**config.mk**
```make
export PLATFORM = sky130hd
export DESIGN_NAME = burst_penalty_tracker_core
export DESIGN_NICKNAME = d
export VERILOG_FILES = /design/src/rtl/bpt_pkg.sv /design/src/rtl/burst_penalty_tracker_core.sv /design/src/rtl/bpt_penalty.sv /design/src/rtl/bpt_update.sv
export VERILOG_INCLUDE_DIRS = /design/src /design/src/rtl
export SDC_FILE = /design/constraint.sdc
export NUM_CORES = 1
export LEC_CHECK = 0
export BUFFER_PORTS_ARGS = -buffer_cell sky130_fd_sc_hd__buf_2
export CORE_ASPECT_RATIO = 0.9
export CORE_MARGIN = 2
export CORE_UTILIZATION = 35
export CTS_CLUSTER_SIZE = 14
export DETAILED_ROUTE_END_ITERATION = 7
export GPL_TIMING_DRIVEN = 0
export SYNTH_ARGS = -nofsm -noshare
export SYNTH_HDL_FRONTEND = slang
export SYNTH_HIERARCHICAL = 1
export SYNTH_SLANG_ARGS = --single-unit
export TNS_END_PERCENT = 100
```
**constraint.sdc**
```tcl
create_clock -name clk -period 25.9 [get_ports clk]
set_input_delay 5.18 -clock clk [delete_from_list [all_inputs] [get_ports clk]]
set_output_delay 5.18 -clock clk [all_outputs]
set_load 0.03 [all_outputs]
```
**src/rtl/assert_macros.svh**
```systemverilog
// Assertion helpers shared by the RTL. Each expects clk and rst_n in scope.
`ifndef ASSERT_MACROS_SVH
`define ASSERT_MACROS_SVH

// Same-cycle implication, checked outside reset.
`define CHK_IMPLY(lbl, ante, cons, msg) \
  lbl: assert property (@(posedge clk) disable iff (!rst_n) (ante) |-> (cons)) \
    else $error(msg);

// Next-cycle implication, checked outside reset.
`define CHK_NEXT(lbl, ante, cons, msg) \
  lbl: assert property (@(posedge clk) disable iff (!rst_n) (ante) |=> (cons)) \
    else $error(msg);

`endif

```
**src/rtl/bpt_pkg.sv**
```systemverilog
`timescale 1ns / 1ps
`default_nettype none

package bpt_pkg;

  // Command codes carried by an input item.
  localparam logic CMD_ACCOUNT = 1'b0;
  localparam logic CMD_RESTART = 1'b1;

  // Configuration register indexes.
  localparam int CFG_IDX_W  = 3;
  localparam int CFG_DATA_W = 16;
  localparam logic [CFG_IDX_W-1:0] REG_PENALTY_OFFSET    = 3'd0;
  localparam logic [CFG_IDX_W-1:0] REG_PENALTY_SCALE     = 3'd1;
  localparam logic [CFG_IDX_W-1:0] REG_SMOOTH_SHIFT_UP   = 3'd2;
  localparam logic [CFG_IDX_W-1:0] REG_SMOOTH_SHIFT_DOWN = 3'd3;
  localparam logic [CFG_IDX_W-1:0] REG_NICE_INDEX        = 3'd4;
  localparam logic [CFG_IDX_W-1:0] REG_SCORE_ENABLE      = 3'd5;
  localparam logic [CFG_IDX_W-1:0] REG_EXCLUDE_KTHREADS  = 3'd6;
  localparam logic [CFG_IDX_W-1:0] REG_TASK_IS_KTHREAD   = 3'd7;

  // Limits of the penalty and the priority range.
  localparam logic [7:0] PENALTY_MAX = 8'd156;
  localparam logic [5:0] PRIO_MAX    = 6'd39;

  // Reset values of the configuration registers.
  localparam logic [6:0]  RST_PENALTY_OFFSET = 7'd24;
  localparam logic [15:0] RST_PENALTY_SCALE  = 16'd1280;
  localparam logic [4:0]  RST_SHIFT_UP       = 5'd1;
  localparam logic [4:0]  RST_SHIFT_DOWN     = 5'd0;
  localparam logic [5:0]  RST_NICE_INDEX     = 6'd20;

  typedef struct packed {
    logic        cmd;
    logic [63:0] run_ns;
  } in_item_t;

  typedef struct packed {
    logic [7:0] penalty_now;
    logic [5:0] score_now;
    logic [5:0] effective_priority;
    logic       priority_changed;
  } out_item_t;

  typedef struct packed {
    logic [6:0]  penalty_offset;
    logic [15:0] penalty_scale;
    logic [4:0]  smooth_shift_up;
    logic [4:0]  smooth_shift_down;
    logic [5:0]  nice_index;
    logic        score_enable;
    logic        exclude_kernel_threads;
    logic        task_is_kernel_thread;
  } cfg_t;

endpackage

`default_nettype wire

```
**src/rtl/burst_penalty_tracker_core.sv**
```systemverilog
`timescale 1ns / 1ps
`default_nettype none

// out_valid rises once the item has passed the input, penalty and result
// registers. Throughput: one item per cycle unless out_stall holds the
// pipeline; the penalty state closes its loop in the result stage, so
// back-to-back items need no bubbles.
// Reset (synchronous, rst_n low) clears the pipeline valids and penalty
// state and loads the configuration registers with their defaults.
module burst_penalty_tracker_core (
  input  wire logic                                 clk,
  input  wire logic                                 rst_n,
  input  wire logic                                 in_valid,
  output logic                                      in_stall,
  input  wire bpt_pkg::in_item_t                    in_data,
  output logic                                      out_valid,
  input  wire logic                                 out_stall,
  output bpt_pkg::out_item_t                        out_data,
  input  wire logic                                 cfg_valid,
  output logic                                      cfg_ready,
  input  wire logic [bpt_pkg::CFG_IDX_W-1:0]        cfg_index,
  input  wire logic [bpt_pkg::CFG_DATA_W-1:0]       cfg_data
);
  import bpt_pkg::*;

  cfg_t       cfg_r;
  in_item_t   s1_r;
  logic       v1_r, v2_r, v3_r;
  logic       s2_cmd_r;
  logic [7:0] s2_pen_r;
  logic [7:0] pen_comb;
  logic       adv2, adv3, take_in;
  logic       score_ok;

  // Configuration registers; writes are always taken.
  assign cfg_ready = 1'b1;

  always_ff @(posedge clk) begin
    if (!rst_n) begin
      cfg_r.penalty_offset         <= RST_PENALTY_OFFSET;
      cfg_r.penalty_scale          <= RST_PENALTY_SCALE;
      cfg_r.smooth_shift_up        <= RST_SHIFT_UP;
      cfg_r.smooth_shift_down      <= RST_SHIFT_DOWN;
      cfg_r.nice_index             <= RST_NICE_INDEX;
      cfg_r.score_enable           <= 1'b1;
      cfg_r.exclude_kernel_threads <= 1'b0;
      cfg_r.task_is_kernel_thread  <= 1'b0;
    end else if (cfg_valid && cfg_ready) begin
      case (cfg_index)
        REG_PENALTY_OFFSET:    cfg_r.penalty_offset         <= cfg_data[6:0];
        REG_PENALTY_SCALE:     cfg_r.penalty_scale          <= cfg_data[15:0];
        REG_SMOOTH_SHIFT_UP:   cfg_r.smooth_shift_up        <= cfg_data[4:0];
        REG_SMOOTH_SHIFT_DOWN: cfg_r.smooth_shift_down      <= cfg_data[4:0];
        REG_NICE_INDEX:        cfg_r.nice_index             <= cfg_data[5:0];
        REG_SCORE_ENABLE:      cfg_r.score_enable           <= cfg_data[0];
        REG_EXCLUDE_KTHREADS:  cfg_r.exclude_kernel_threads <= cfg_data[0];
        REG_TASK_IS_KTHREAD:   cfg_r.task_is_kernel_thread  <= cfg_data[0];
        default: begin
        end
      endcase
    end
  end

  // Pipeline advance: a stage moves on when the one after it is free or
  // moving itself.
  assign adv3     = v2_r && (!v3_r || !out_stall);
  assign adv2     = v1_r && (!v2_r || adv3);
  assign in_stall = v1_r && !adv2;
  assign take_in  = in_valid && !in_stall;

  always_ff @(posedge clk) begin
    if (!rst_n) begin
      v1_r <= 1'b0;
      v2_r <= 1'b0;
      v3_r <= 1'b0;
    end else begin
      if (take_in) begin
        v1_r <= 1'b1;
      end else if (adv2) begin
        v1_r <= 1'b0;
      end
      if (adv2) begin
        v2_r <= 1'b1;
      end else if (adv3) begin
        v2_r <= 1'b0;
      end
      if (adv3) begin
        v3_r <= 1'b1;
      end else if (!out_stall) begin
        v3_r <= 1'b0;
      end
    end
  end

  // Input register.
  always_ff @(posedge clk) begin
    if (take_in) begin
      s1_r <= in_data;
    end
  end

  // Penalty stage.
  bpt_penalty u_penalty (
    .run_ns     (s1_r.run_ns),
    .cfg        (cfg_r),
    .penalty    (pen_comb)
  );

  always_ff @(posedge clk) begin
    if (adv2) begin
      s2_cmd_r <= s1_r.cmd;
      s2_pen_r <= pen_comb;
    end
  end

  // State update and result register.
  bpt_update u_update (
    .clk     (clk),
    .rst_n   (rst_n),
    .load    (adv3),
    .cmd     (s2_cmd_r),
    .penalty (s2_pen_r),
    .cfg     (cfg_r),
    .result  (out_data)
  );

  assign out_valid = v3_r;

  // The score either follows the penalty or is forced to zero.
  assign score_ok = (out_data.score_now == out_data.penalty_now[7:2]) ||
                    (out_data.score_now == 6'd0);

  `include "assert_macros.svh"

  `CHK_IMPLY(a_pen_max, out_valid, out_data.penalty_now <= PENALTY_MAX, "penalty too high")
  `CHK_IMPLY(a_score, out_valid, score_ok, "score does not follow penalty")
  `CHK_IMPLY(a_prio_max, out_valid, out_data.effective_priority <= PRIO_MAX, "priority high")
  `CHK_NEXT(a_drain, out_valid && !out_stall && !v2_r, !out_valid, "result repeated")

endmodule

`default_nettype wire

```
**src/rtl/bpt_penalty.sv**
```systemverilog
`timescale 1ns / 1ps
`default_nettype none

// Turns a burst time into the current penalty: log2 plus one in 7.8 fixed
// point, less the tolerance, scaled and saturated.
module bpt_penalty (
  input  wire logic [63:0]  run_ns,
  input  wire bpt_pkg::cfg_t cfg,
  output logic [7:0]        penalty
);
  import bpt_pkg::*;

  logic [6:0]  msb;
  logic [5:0]  lz;
  logic [63:0] norm;
  logic [7:0]  frac;
  logic [14:0] greed;
  logic [14:0] tol;
  logic [14:0] excess;
  logic [30:0] product;
  logic [14:0] scaled;

  // Priority encoder: bit count up to and including the highest set bit.
  always_comb begin
    msb = 7'd0;
    for (int i = 0; i < 64; i++) begin
      if (run_ns[i]) begin
        msb = 7'(i + 1);
      end
    end
  end

  // Normalise so that the leading one sits at the top, then take the next
  // eight bits as the fraction. A zero burst gives zero in both parts.
  assign lz    = 6'(7'd64 - msb);
  assign norm  = run_ns << lz;
  assign frac  = (msb == 7'd0) ? 8'd0 : norm[62:55];
  assign greed = {msb, frac};

  // Excess above the tolerance, clamped at zero, then scaled.
  assign tol     = {cfg.penalty_offset, 8'd0};
  assign excess  = (greed > tol) ? (greed - tol) : 15'd0;
  assign product = 31'(excess) * 31'(cfg.penalty_scale);
  assign scaled  = product[30:16];

  assign penalty = (scaled > 15'(PENALTY_MAX)) ? PENALTY_MAX : scaled[7:0];

endmodule

`default_nettype wire

```
**src/rtl/bpt_update.sv**
```systemverilog
`timescale 1ns / 1ps
`default_nettype none

// Holds the task's penalty state and forms the result register.
module bpt_update (
  input  wire logic               clk,
  input  wire logic               rst_n,
  input  wire logic               load,
  input  wire logic               cmd,
  input  wire logic [7:0]         penalty,
  input  wire bpt_pkg::cfg_t      cfg,
  output bpt_pkg::out_item_t      result
);
  import bpt_pkg::*;

  logic [7:0] prev_r, prev_nxt;
  logic [7:0] cur_r, cur_nxt;
  logic [5:0] score_r, score_nxt;
  logic [7:0] comb;
  logic [7:0] diff;
  logic [5:0] prio_before;
  logic [5:0] prio_after;
  out_item_t  result_r, result_nxt;

  // Effective priority for a given score, capped at the top of the range.
  function automatic logic [5:0] prio_with(input logic [5:0] score, input cfg_t c);
    logic [6:0] sum;
    sum = {1'b0, c.nice_index} + (c.score_enable ? {1'b0, score} : 7'd0);
    return (sum > 7'(PRIO_MAX)) ? PRIO_MAX : sum[5:0];
  endfunction

  // Account takes the new penalty; restart smooths the previous one.
  always_comb begin
    diff     = 8'd0;
    prev_nxt = prev_r;
    cur_nxt  = cur_r;
    comb     = prev_r;
    case (cmd)
      CMD_ACCOUNT: begin
        cur_nxt = penalty;
        comb    = (prev_r > penalty) ? prev_r : penalty;
      end
      CMD_RESTART: begin
        if (cur_r >= prev_r) begin
          diff     = cur_r - prev_r;
          prev_nxt = prev_r + (diff >> cfg.smooth_shift_up);
        end else begin
          diff     = prev_r - cur_r;
          prev_nxt = prev_r - (diff >> cfg.smooth_shift_down);
        end
        cur_nxt = 8'd0;
        comb    = prev_nxt;
      end
      default: begin
        comb = prev_r;
      end
    endcase
  end

  // Score and priority, before and after this transfer.
  always_comb begin
    if (cfg.task_is_kernel_thread && cfg.exclude_kernel_threads) begin
      score_nxt = 6'd0;
    end else begin
      score_nxt = comb[7:2];
    end
    prio_before = prio_with(score_r, cfg);
    prio_after  = prio_with(score_nxt, cfg);
    result_nxt.penalty_now        = comb;
    result_nxt.score_now          = score_nxt;
    result_nxt.effective_priority = prio_after;
    result_nxt.priority_changed   = (prio_after != prio_before);
  end

  // State registers.
  always_ff @(posedge clk) begin
    if (!rst_n) begin
      prev_r  <= 8'd0;
      cur_r   <= 8'd0;
      score_r <= 6'd0;
    end else if (load) begin
      prev_r  <= prev_nxt;
      cur_r   <= cur_nxt;
      score_r <= score_nxt;
    end
  end

  // Result register, payload only.
  always_ff @(posedge clk) begin
    if (load) begin
      result_r <= result_nxt;
    end
  end

  assign result = result_r;

endmodule

`default_nettype wire
```
Yosys cells after proc, flatten, opt, wreduce, memory -nomap -nowiden
Cells that the tools add are included.
{"block": "word_totals", "input_bits": 89, "output_inout_bits": 24, "regBits": 162}
{"block": "op_classes", "n_lt_le_gt_ge": 6, "eq_ne": 9, "shift": 3, "reduce_logical": 25, "n_addsub": 8, "n_mul": 1, "bitwise": 1, "n_mux": 81}
{"op": "$mux 6", "n": 37}
{"op": "$mux 5", "n": 16}
{"op": "$shl 64x6->63", "n": 1}
{"op": "$mux 4", "n": 8}
{"op": "$pmux 8 s2", "n": 2}
{"op": "$mul 15x16->31", "n": 1}
{"op": "$mux 8", "n": 3}
{"op": "$sub 8x8->8", "n": 3}
{"op": "$reduce_and 2->1", "n": 9}
{"op": "$shr 8x5->8", "n": 2}
{"op": "$gt 15x15->1", "n": 1}
{"op": "$gt 15x8->1 const B", "n": 1}
{"op": "$mux 15", "n": 1}
{"op": "$sub 15x15->15", "n": 1}
{"op": "$add 6x7->7", "n": 2}
{"op": "$gt 7x6->1 const B", "n": 2}
{"op": "$eq 3x3->1 const B", "n": 4}
{"op": "$mux 3", "n": 4}
{"op": "$add 8x8->8", "n": 1}
{"op": "$ge 8x8->1", "n": 1}
{"op": "$gt 8x8->1", "n": 1}
{"op": "$logic_not 7->1", "n": 1}
{"op": "$mux 1", "n": 7}
{"op": "$mux 7", "n": 1}
{"op": "12 further kinds", "n": 24}

Logic depth before layout (Yosys ltp)
{"block": "depth", "word_depth": 71, "mapped_depth": 51, "ltp_nobuf": 45}

Cells and area by module
Netlist, hierarchy kept.
{"mod": "bpt_penalty", "cells_each": 1586, "seq_area_each_um2": 0.0, "area_each_um2": 12721.0, "instances": 1}
{"mod": "bpt_update", "cells_each": 526, "seq_area_each_um2": 1071.0, "area_each_um2": 4346.7, "instances": 1}
{"mod": "burst_penalty_tracker_core", "cells_each": 259, "seq_area_each_um2": 3123.0, "area_each_um2": 4070.2, "instances": 1}

Worst setup path before layout
No wires, ideal clock.
{"block": "synth_timing", "path_kind": "register to register", "start": "register s1_r[62] in the netlist's numbering", "end": "register s2_pen_r[0], data pin", "required_ns": 25.725, "path_buffers": 8, "synth_period_minus_slack_ns": 12.615, "setup_slack_ns": 13.285, "stages_incl_launch_ff": 43, "t_arrival_ns": 12.440, "setup_time_ns": 0.175, "cell_sequence": "edfxtp_1 > nor2b_1 > or3_1 > or4_1 > o211ai_2 > o21ai_2 > inv_2 > buf_2 > buf_2 > ha_1 > clkbuf_1 > buf_1 > clkbuf_1 > buf_1 > clkbuf_1 > mux4_2 > a211oi_1 > a311oi_1 > [... 7 more ...] > fa_1 > fa_1 > fa_1 > fa_1 > inv_1 > fa_1 > inv_1 > ha_1 > and2_0 > nand2_1 > nand2_1 > a21oi_1 > o21ai_0 > or3_1 > o21ai_0 > a211oi_1 > nor4_2 > nor4bb_1"}
{"block": "synth_via", "elab_chain_len": 9, "word_cells_on_any_way": 11}
{"element": "start: declaration", "line_no": "burst_penalty_tracker_core.sv:27", "text": "in_item_t s1_r;"}
{"element": "start signal: assignment", "line_no": "burst_penalty_tracker_core.sv:98", "text": "s1_r <= in_data;"}
{"element": "$mux 6", "line_no": "bpt_penalty.sv:27", "text": "if (run_ns[i]) begin"}
{"element": "$mux 7", "line_no": "bpt_penalty.sv:27"}
{"element": "$sub 1x6->6", "line_no": "bpt_penalty.sv:35", "text": "assign lz = 6'(7'd64 - msb);"}
{"element": "$shl 64x6->63", "line_no": "bpt_penalty.sv:36", "text": "assign norm = run_ns << lz;"}
{"element": "$mux 8", "line_no": "bpt_penalty.sv:37", "text": "assign frac = (msb == 7'd0) ? 8'd0 : norm[62:55];"}
{"element": "$sub 15x15->15 or $gt 15x15->1 (tied branches)", "line_no": "bpt_penalty.sv:42", "text": "assign excess = (greed > tol) ? (greed - tol) : 15'd0;"}
{"element": "$mux 15 (*)", "line_no": "bpt_penalty.sv:42"}
{"element": "$mul 15x16->31 (*)", "line_no": "bpt_penalty.sv:43", "text": "assign product = 31'(excess) * 31'(cfg.penalty_scale);"}
{"element": "$gt 15x8->1", "line_no": "bpt_penalty.sv:46", "text": "assign penalty = (scaled > 15'(PENALTY_MAX)) ? PENALTY_MAX : scaled[7:0];"}
{"element": "end signal: assignment", "line_no": "burst_penalty_tracker_core.sv:112", "text": "s2_pen_r <= pen_comb;"}
{"element": "end: declaration", "line_no": "burst_penalty_tracker_core.sv:30", "text": "logic [7:0] s2_pen_r;"}
Mark *: on every way between the ends. The rest lies on a longest branch, timed or not.
A chain may end at the register's enable or synchronous reset.

Worst setup path in the final report
{"block": "layout_timing", "start": "register s1_r[62] in the netlist's numbering", "end": "register s2_pen_r[1], data pin"}
Same word-level chain as after synthesis.

==> run_results.csv <==
group,metric,value,unit
status,status,"complete, no violations",
clocking,cts_buffers,17,
timing,rsz0062_at_grt,"false",
synthesis,syn-num-nets,2788,
global_routing,grt_use_total,22.1,%
clocking,cts_max_path_buffers,2,
timing,fin_ws,8130,ps
floorplanning,die_x,263,um
placement,globalplace.congestion,0.965,
floorplanning,start_util,35.4,%
run,drv_cap,0,
synthesis,syn_inst,2371,
min_path,hold_path.class,"reg2reg",
floorplanning,die-area,62400,sq um
cells_and_area,drive_above_1_share,10.3,%
route,via_per_inst,5.66,
synthesis,synth_warnings,6,
clocking,clkTransAtPathRegs,80,ps
synthesis,ys_types,96,
critical_path,arrival,17970,ps
route,firstDrtPassIters,5,
global_routing,grt_max_degree,38,
timing,period_minus_slack,17770,ps
floorplanning,rows,85,
power_and_ir_drop,powerDensity,50.4,nW/um^2
critical_path,crit_top_cell,"fa_1",
placement,port_buffers,107,
clocking,post_cts_buffers,0,
route,via_count,18700,
floorplanning,pin_count,113,
cells_and_area,area_growth,10.3,%
synthesis,seq_area_frac_synth,19.8,%
timing,skew,10.6,ps
synthesis,ys.flop_type,"edfxtp_1",
cells_and_area,final_common_cell,"nand2_1",
synthesis,yosys_register_bits,162,
global_routing,overflow,0,
clocking,cts_hold_buffers,0,
floorplanning,core_area,59800,sq um
route,drt-initial-drc-count,1913,
power_and_ir_drop,power.leakage,0.0104,uW
power_and_ir_drop,ir_worst_vdd,0.0400,mV
timing,fmax,0.0563,GHz
synthesis,synth_enable_flop_cells,95,
clocking,ctsHtreeMaxLevel,4,
route,totalWireLength,69000,um
critical_path,critPathCaptureType,"flop",
route,drc,0,
placement,dpl.hpwl,55500,um
cells_and_area,final_nets,2918,
cells_and_area,num_antenna_cells,0,
route,wl_per_cell,20.9,um
timing,maxSlewViolCount,0,
floorplanning,die_h,237,um
global_routing,grt_pass1_vias,18500,
timing,finalSetupTns,0,ps
timing,slew_headroom,6.23,%
timing,finalCritPeriodShare,68.6,%
clocking,insertion_delay,470,ps
cells_and_area,final_cell_mix,"281 x nand2_1, 276 x inv_1, 185 x fa_1, 143 x ha_1, 126 x buf_2",
synthesis,netlist_area,21100,sq um
critical_path,crit_slowest_cell,"a31oi_1",
clocking,tritoncts,"done",
clocking,cts_resized,0,
timing,setup_viol,0,
route,ant_nets,0,
placement,post-place-ws,8310,ps
critical_path,cp_max_fo,11,
synthesis,async_reset_ff_share,0,%
critical_path,critPathRequiredTime,26090,ps
critical_path,cpPeakStageDelay,930,ps
clocking,cts-root-buf,"clkbuf_16",
timing,finalHoldViolCount,0,
global_routing,grt_pass1_wl,108000,um
global_routing,grt_antenna_before_repair,0,
clocking,cts_num_sinks,162,
critical_path,start_kind,"flop",
synthesis,syn_avg_cell_area,8.92,sq um
timing,tightest_slew,1390,ps
critical_path,critPathKind,"reg2reg",
==> report_power, final <==
part           switching (uW)  internal (uW)
clock network             126            135
registers                19.1            294
logic                     379            223
==> sequential cells by signal, summed over array words and instances, names as in the netlist <==
| name | count |
|---|---|
| out_valid | 1 |
| u_update/score_r | 6 |
| u_update/cur_r | 8 |
| u_update/prev_r | 8 |
| s1_r | 65 |
| u_update/result | 21 |
| s2_pen_r | 8 |
| v2_r | 1 |
| v1_r | 1 |
| s2_cmd_r | 1 |
| cfg_r | 42 |
==> Yosys cell counts (all sizes together) (7+ instances only) <==
library cell,instances,area (sq um)
edfxtp,95,2850
nand2,281,1050
a311oi,8,70.1
o21bai,15,113
o22ai,12,81.3
or4,11,82.6
inv,279,1050
clkbuf,89,334
o211ai,17,133
o21ai,68,344
nand3b,9,67.6
nor3,38,190
o2111ai,8,70.1
mux2i,118,1180
mux4,37,833
nor2,105,394
xnor2,35,307
a2111oi,8,70.1
a31oi,17,106
and2,122,766
or3,19,119
a21o,42,315
dfxtp,67,1340
and3,44,275
nor4,26,169
a2bb2oi,8,70.1
a21boi,9,67.6
nand3,40,200
o21a,12,90.1
or2,7,43.8
buf,34,193
fa,185,3700
and4,7,61.3
a211oi,23,173
o31ai,9,72.6
mux2,26,293
nand2b,26,163
a21oi,106,538
ha,143,1790
nor2b,40,250
nand4,30,188
==> area by class of cell <==
class                           instances  area (sq um)
Clock buffer                           18           450
Clock inverter                         14           156
Fill cell                            6095         36400
Inverter                              280          1050
Sequential cell                       162          4190
Tap cell                              783           980
Multi-Input combinational cell       1806         15400
Buffer                                123           527
Timing Repair Buffer                  111           581
==> per-stage QoR <==
| step | util, % | total power [uW] | hold WS [ps] | instances | cell area [sq um] |
|---|---|---|---|---|---|
| final | 39.0 | 1180 | 467 | 3297 | 23300 |
| after global routing | 39.0 | 1260 | 481 | 3297 | 23300 |
| after CTS | 39.0 | 1180 | 467 | 3296 | 23300 |
| after detailed placement | 38.0 | 910 | 436 | 3264 | 22700 |
| after global placement | 37.9 | 904 | 421 | 3261 | 22700 |
| after floorplan | - | 729 | 400 | 2371 | 21100 |
==> path summary, 6_finish.rpt <==
check | startpoint | endpoint | slack (ps) | cells past startpoint
hold reg to reg | s1_r[64] | s2_cmd_r | 470 | 0
setup / recovery | s1_r[62] | s2_pen_r[1] | 8130 | 42
hold / removal | s1_r[64] | s2_cmd_r | 470 | 0
setup reg to reg | s1_r[62] | s2_pen_r[1] | 8130 | 42
==> logic make-up after synthesis <==
logic type	share of synthesized area, %
other	0.0177
AOI/OAI and AO/OA	13.9
muxes	10.9
buffers and inverters	7.46
xor gates and xnor gates	1.70
adders and majority gates	26.0
DFF	19.8
and+or+nand+nor	20.2
==> worst max-delay path, delay by kind of cell (launching register included) <==
kind	cells	cell delay, ps
buffers and inverters	12	5410
and+or+nand+nor	15	5400
adders and majority gates	8	3650
AOI/OAI and AO/OA	6	2100
DFF	1	450
muxes	1	410
==> layer usage <==
| layer | GRT usage [%] | part of all wire, % |
|---|---|---|
| met3 | 4.38 | 7.7 |
| met1 | 30.6 | 44 |
| met5 | 0 | 0 |
| met4 | 6.35 | 2.4 |
| met2 | 35.1 | 45 |
(Power assumes the default switching activity.)
